--- src/rtl/cpap_pkg.sv ---
`default_nettype none
package cpap_pkg;

    localparam int COLUMNS_DEF  = 512;
    localparam int MAX_ROWS_DEF = 512;

    localparam int SUM_W   = 17;
    localparam int PIX_W   = 8;
    localparam int COL_W   = 9;
    localparam int CFG_W   = 8;
    localparam int CFG_IDX_W = 2;
    localparam int DIV_CNT_W = $clog2(SUM_W);

    localparam logic [SUM_W-1:0] SUM_MAX = {SUM_W{1'b1}};

    localparam logic [1:0] CMD_CLEAR  = 2'd0;
    localparam logic [1:0] CMD_ACCUM  = 2'd1;
    localparam logic [1:0] CMD_AVG    = 2'd2;
    localparam logic [1:0] CMD_RENDER = 2'd3;

    localparam logic [1:0] STATUS_OK      = 2'd0;
    localparam logic [1:0] STATUS_NO_ROWS = 2'd1;
    localparam logic [1:0] STATUS_FULL    = 2'd2;

    localparam logic [CFG_IDX_W-1:0] CFG_FILL_MODE = 2'd0;
    localparam logic [CFG_IDX_W-1:0] CFG_BRIGHT    = 2'd1;
    localparam logic [CFG_IDX_W-1:0] CFG_DARK      = 2'd2;

    typedef struct packed {
        logic [1:0]       command;
        logic [COL_W-1:0] column;
        logic [PIX_W-1:0] pixel_value;
        logic             row_end;
        logic [PIX_W-1:0] level;
    } t_in_item;

    typedef struct packed {
        logic [PIX_W-1:0] pixel;
        logic [1:0]       status;
    } t_out_item;

    typedef struct packed {
        logic             fill_mode;
        logic [PIX_W-1:0] bright_value;
        logic [PIX_W-1:0] dark_value;
    } t_cfg;

    typedef enum logic [3:0] {
        S_INIT,
        S_IDLE,
        S_CLR,
        S_ACC_RD,
        S_ACC_WR,
        S_AVG_RD,
        S_AVG_LD,
        S_AVG_DIV,
        S_AVG_WR,
        S_REN_L,
        S_REN_R,
        S_REN_EV,
        S_DONE
    } t_state;

    typedef enum logic [1:0] {
        RD_PTR,
        RD_COL,
        RD_COL_M1
    } t_rd_sel;

    typedef struct packed {
        logic    latch_item;
        logic    rows_clear;
        logic    ptr_clear;
        logic    ptr_inc;
        logic    zero_wr;
        logic    acc_wr;
        logic    avg_wr;
        t_rd_sel rd_sel;
        logic    div_load;
        logic    div_step;
        logic    save_left;
        logic    eval_render;
        logic    out_load;
    } t_ctrl_cmd;

    typedef struct packed {
        logic row_full;
        logic row_zero;
        logic ptr_last;
        logic div_last;
        logic out_free;
    } t_dp_status;

endpackage
`default_nettype wire

--- src/rtl/cpap_ctrl.sv ---
`default_nettype none
module cpap_ctrl (
    input  wire logic                  i_clk,
    input  wire logic                  i_rst_n,
    input  wire logic                  i_in_valid,
    input  wire logic [1:0]            i_command,
    input  wire cpap_pkg::t_dp_status  i_status,
    output cpap_pkg::t_ctrl_cmd        o_cmd,
    output logic                       o_in_stall
);
    import cpap_pkg::*;

    t_state r_state;
    t_state n_state;

    always_ff @(posedge i_clk) begin
        if (!i_rst_n) begin
            r_state <= S_INIT;
        end else begin
            r_state <= n_state;
        end
    end

    always_comb begin
        n_state = r_state;
        case (r_state)
            S_INIT: begin
                if (i_status.ptr_last) n_state = S_IDLE;
            end
            S_IDLE: begin
                if (i_in_valid) begin
                    case (i_command)
                        CMD_CLEAR: n_state = S_CLR;
                        CMD_ACCUM: n_state = i_status.row_full ? S_DONE : S_ACC_RD;
                        CMD_AVG:   n_state = i_status.row_zero ? S_DONE : S_AVG_RD;
                        default:   n_state = S_REN_L;
                    endcase
                end
            end
            S_CLR: begin
                if (i_status.ptr_last) n_state = S_DONE;
            end
            S_ACC_RD:  n_state = S_ACC_WR;
            S_ACC_WR:  n_state = S_DONE;
            S_AVG_RD:  n_state = S_AVG_LD;
            S_AVG_LD:  n_state = S_AVG_DIV;
            S_AVG_DIV: begin
                if (i_status.div_last) n_state = S_AVG_WR;
            end
            S_AVG_WR: begin
                n_state = i_status.ptr_last ? S_DONE : S_AVG_RD;
            end
            S_REN_L:   n_state = S_REN_R;
            S_REN_R:   n_state = S_REN_EV;
            S_REN_EV:  n_state = S_DONE;
            S_DONE: begin
                if (i_status.out_free) n_state = S_IDLE;
            end
            default:   n_state = S_INIT;
        endcase
    end

    always_comb begin
        o_cmd      = '0;
        o_cmd.rd_sel = RD_PTR;
        o_in_stall = 1'b1;
        case (r_state)
            S_INIT: begin
                o_cmd.zero_wr = 1'b1;
                o_cmd.ptr_inc = 1'b1;
            end
            S_IDLE: begin
                o_in_stall = 1'b0;
                if (i_in_valid) begin
                    o_cmd.latch_item = 1'b1;
                    o_cmd.ptr_clear  = 1'b1;
                    o_cmd.rows_clear = (i_command == CMD_CLEAR);
                end
            end
            S_CLR: begin
                o_cmd.zero_wr = 1'b1;
                o_cmd.ptr_inc = 1'b1;
            end
            S_ACC_RD: o_cmd.rd_sel = RD_COL;
            S_ACC_WR: o_cmd.acc_wr = 1'b1;
            S_AVG_RD: o_cmd.rd_sel = RD_PTR;
            S_AVG_LD: o_cmd.div_load = 1'b1;
            S_AVG_DIV: o_cmd.div_step = 1'b1;
            S_AVG_WR: begin
                o_cmd.avg_wr  = 1'b1;
                o_cmd.ptr_inc = 1'b1;
            end
            S_REN_L: o_cmd.rd_sel = RD_COL_M1;
            S_REN_R: begin
                o_cmd.rd_sel    = RD_COL;
                o_cmd.save_left = 1'b1;
            end
            S_REN_EV: o_cmd.eval_render = 1'b1;
            S_DONE: begin
                o_cmd.out_load = i_status.out_free;
            end
            default: begin
                o_cmd = '0;
            end
        endcase
    end

endmodule
`default_nettype wire

--- config.mk ---
export PLATFORM = sky130hd
export DESIGN_NAME = cpap_ctrl
export DESIGN_NICKNAME = d
export VERILOG_FILES = /design/src/rtl/cpap_pkg.sv /design/src/rtl/cpap_ctrl.sv
export SDC_FILE = /design/constraint.sdc
export NUM_CORES = 1
export LEC_CHECK = 0
export ABC_AREA = 0
export BUFFER_PORTS_ARGS = -buffer_cell sky130_fd_sc_hd__buf_2
export CAP_MARGIN = 20
export CORE_AREA = 2 2 39 41
export CTS_CLUSTER_DIAMETER = 80
export DETAILED_ROUTE_END_ITERATION = 8
export DIE_AREA = 0 0 41 43
export PLACE_DENSITY = 0.79
export REMOVE_ABC_BUFFERS = 1
export SYNTH_ARGS = -nofsm -noshare
export SYNTH_HDL_FRONTEND = slang
export SYNTH_SLANG_ARGS = --single-unit
--- constraint.sdc ---
create_clock -name i_clk -period 4.17 [get_ports i_clk]
set_input_delay 1.251 -clock i_clk [delete_from_list [all_inputs] [get_ports i_clk]]
set_output_delay 1.251 -clock i_clk [all_outputs]
set_load 0.05 [all_outputs]
# Word-level counts from Yosys, hierarchy flattened
# Cells that the tools add are included.
# Widths: inputs -> output; s select.
[word_totals]
out_inout_bits = 15
elab_cells = 50
reg_bits = 4
input_bits = 10
[classes]
n_mux = 23
n_reduce_logical = 7
n_eq_ne = 19
[ops]
columns = ["op", "n"]
rows = [
  ["$pmux 4 s12", 1],
  ["$mux 4", 8],
  ["$eq 4x4->1 const B", 5],
  ["$eq 4x3->1 const B", 4],
  ["$pmux 4 s3", 1],
  ["$mux 1", 10],
  ["$ne 2x2->1 const B", 5],
  ["$eq 4x2->1 const B", 2],
  ["$mux 3", 2],
  ["$reduce_or 2->1", 3],
  ["$reduce_and 5->1", 1],
  ["$eq 4x1->1 const B", 1],
  ["$logic_not 4->1", 1],
  ["$pmux 2 s2", 1],
  ["$reduce_or 3->1", 1],
  ["$eq 2x1->1 const B", 1],
  ["$eq 2x2->1 const B", 1],
  ["$logic_not 2->1", 1],
]

# Logic depth before layout (Yosys ltp)
[logic_depth]
depth_word = 4
mapped_depth = 6
mapped_depth_nobuf = 4

# Worst setup path before layout
# OpenSTA, ideal clock, no wires.
[synth_timing]
path_type = "in2out"
startpoint = "in i_in_valid"
endpoint = "out o_cmd[12] (netlist bit)"
required_ns = 2.919
setup_slack_ns = 0.465
n_path_buf = 0
arrival_ns = 2.454
path_stages = 2
path_cell_list = "and2_1 > nor3b_2"
[synth_lines]
columns = ["element", "line", "text"]
rows = [
  ["start, declared", "cpap_ctrl.sv:5", "input wire logic i_in_valid,"],
  ["end, declared", "cpap_ctrl.sv:8", "output cpap_pkg::t_ctrl_cmd o_cmd,"],
]

==> flow_summary.ini <==
[finish]
final_nets = 118
reg_top3 = r_state: 4 flops
num_antenna_cells = 0
fin_util_pct = 48.7
fillers = 139
largest_reg_flops = 4
syn2layout_area_growth_pct = 18.5
top_register = r_state
seq_area_um2 = 80.1
drive_above_1_share_pct = 30.2
multiInputGateArea_um2 = 417

[floorplan]
num_rows = 14
initial_core_util_pct = 41.1
chipHeight_um = 43
die_area_um2 = 1760
coreArea_um2 = 1380
io_pins = 25
die_w_um = 41

[logic_synthesis]
synth_top_area_cell = dfxtp_1
seq_area_frac_synth_pct = 14.1
synth.distinct_cells = 35
async_flop_share_pct = 0
ys_ff_latch = 4
synth_compound_area_share_pct = 27.9
yosysMostFrequentCell = nor2_1
synth_xor_area_share_pct = 1.54
synthFlopType = dfxtp_1
yosysTopAreaCellShare_pct = 14.1
muxShareOfSynthArea_pct = 1.76
yosys-top-cells-area = dfxtp_1, a21oi_1, nor2_1
yosys-top-cells-count = nor2_1, a21oi_1, nand2_1, nor3_1, nand2b_1
synth_top_family_by_area = simple AND/OR/NAND/NOR gates
synth_area_um2 = 569
synth_cells = 87
synth_warnings = 0
synthAdderAreaFrac_pct = 0
synthSimpleGateAreaFrac_pct = 42.0
synth_edf_count = 0
avgSynthCellArea_um2 = 6.54

[sta]
slew-limit-headroom_pct = 58.1
period_needed_ps = 3230
hold_violations = 0
rsz0062_at_grt = false
final_max_slew_viol_count = 0
tightest_slew_ps = 628
fin_skew_ps = 3.95
max_freq_mhz = 309
fin_crit_sh_pct = 77.5
tns_ps = 0
setup_viol = 0

[clock_tree]
root_buffer = clkbuf_4
cts_tree = done
numCtsBuffers = 3
post_cts_resized = 0
cts.sinks = 4
worstSkewPairLatency_ps = 240
cts.path.max_buffers = 2
clk_pin_slew_worst_paths_ps = 40
postCtsHoldBufs = 0
postCtsSetupBuffers = 0
cts.htree.levels = 1

[global_route]
grt_overflow = 0
grt_pass1_wl_mm = 2.03
antenna_found_initial = 0
grt_max_degree = 21
grt_util_all_layers_pct = 16.3
grt_pass1_vias = 542

[worst_setup_path]
start_kind = register
critical_path_class = register to primary output
critPathCaptureType = primary output
r2r_slack_ps = 2400
arrival_ps = 1980
setup.worst_path.start = r_state[0]$_SDFFE_PN0P_
rr_startpoint = r_state[0]$_SDFFE_PN0P_
crit_path_max_fanout = 20
cp_data_required_time_ps = 2920

[routing]
routed_wirelength_mm = 1.40
vias = 669
drcViolationCount = 0
detail_route.vias_per_cell = 5.48
drt-wirelength-per-cell_um = 11.5
dr.pass1.iters = 4
ant_nets = 0
first_iter_violations = 34

[power]
ir_drop_mv = 0.320
leakage_nw = 0.294
p_per_area_nw_per_um2 = 886

[placed_design]
dpl.hpwl_mm = 1.03
port_buffers = 24
gp_congestion = 0.787

[worst_hold_path]
hold_path.class = register to register
min_from = r_state[1]$_SDFFE_PN0P_

[run_status]
status = complete, no violations

[job]
cap_violations = 0
==> through the flow <==
| stage | instances | setup slack (ps) | hold slack [ps] | total power [mW] | cell area [um2] |
|---|---|---|---|---|---|
| final | 122 | 937 | 654 | 0.597 | 674 |
| after global routing | 122 | 785 | 728 | 0.644 | 674 |
| after CTS | 122 | 948 | 648 | 0.596 | 674 |
| after detailed placement | 119 | 1010 | 650 | 0.547 | 652 |
| after global placement | 119 | 1040 | 647 | 0.538 | 652 |
| after floorplan | 79 | 111 | 571 | 0.451 | 512 |
==> cells in the final DEF, fill, tap and decap left out, types with 2 or more instances in the layout <==
| cell | instances |
|---|---|
| nor2_1 | 11 |
| nand3_1 | 2 |
| nor3b_1 | 2 |
| a21oi_1 | 9 |
| or2_2 | 2 |
| dfxtp_1 | 4 |
| buf_2 | 24 |
| nand2_1 | 8 |
| nand2b_1 | 5 |
| clkbuf_4 | 3 |
| inv_1 | 4 |
| nor3_1 | 6 |
| o21ai_0 | 4 |
| a211oi_1 | 2 |
==> path summary, 6_finish.rpt <==
check,to,depth (start not counted)
setup / recovery,o_cmd[12],5
hold / removal,r_state[3]$_SDFFE_PN0P_,2
setup reg to reg,r_state[1]$_SDFFE_PN0P_,4
hold reg to reg,r_state[3]$_SDFFE_PN0P_,2
==> cell type report <==
| cell class | count | share of cell area (%) |
|---|---|---|
| clock buffers | 3 | 3.34 |
| multi-input cells | 71 | 61.8 |
| well taps | 16 | 2.97 |
| flip-flops and latches | 4 | 11.9 |
| inverters | 4 | 2.23 |
| repair buffers | 24 | 17.8 |
==> cell families after synthesis <==
family	count (synthesis)
muxes	1
AOI/OAI and AO/OA	25
DFF	4
xor gates and xnor gates	1
and+or+nand+nor	44
buffers and inverters	12
==> routing by layer <==
metal	track usage [%]	vias to the layer above	wire length, um
met2	29.1	29	680
met1	17.4	291	626
met3	4.71	3	83
met4	4.00	0	6
met5	0	-	0
li1	-	346	-
==> critical path, cell delays in order (launching register included) <==
cell,delay (ps)
dfxtp_1,690
nand2b_1,220
nor2_1,230
and2_1,180
nor3b_2,150
buf_2,270
==> power breakdown <==
group / leakage (nW) / switching (mW) / total [mW] / internal, mW
Sequential: 0.0329 / 0.0754 / 0.131 / 0.0553
Clock: 0.0138 / 0.0163 / 0.0485 / 0.0322
Combinational: 0.247 / 0.277 / 0.418 / 0.141
Total: 0.294 / 0.369 / 0.597 / 0.228
Note: power is estimated with default switching activity, not from simulation.
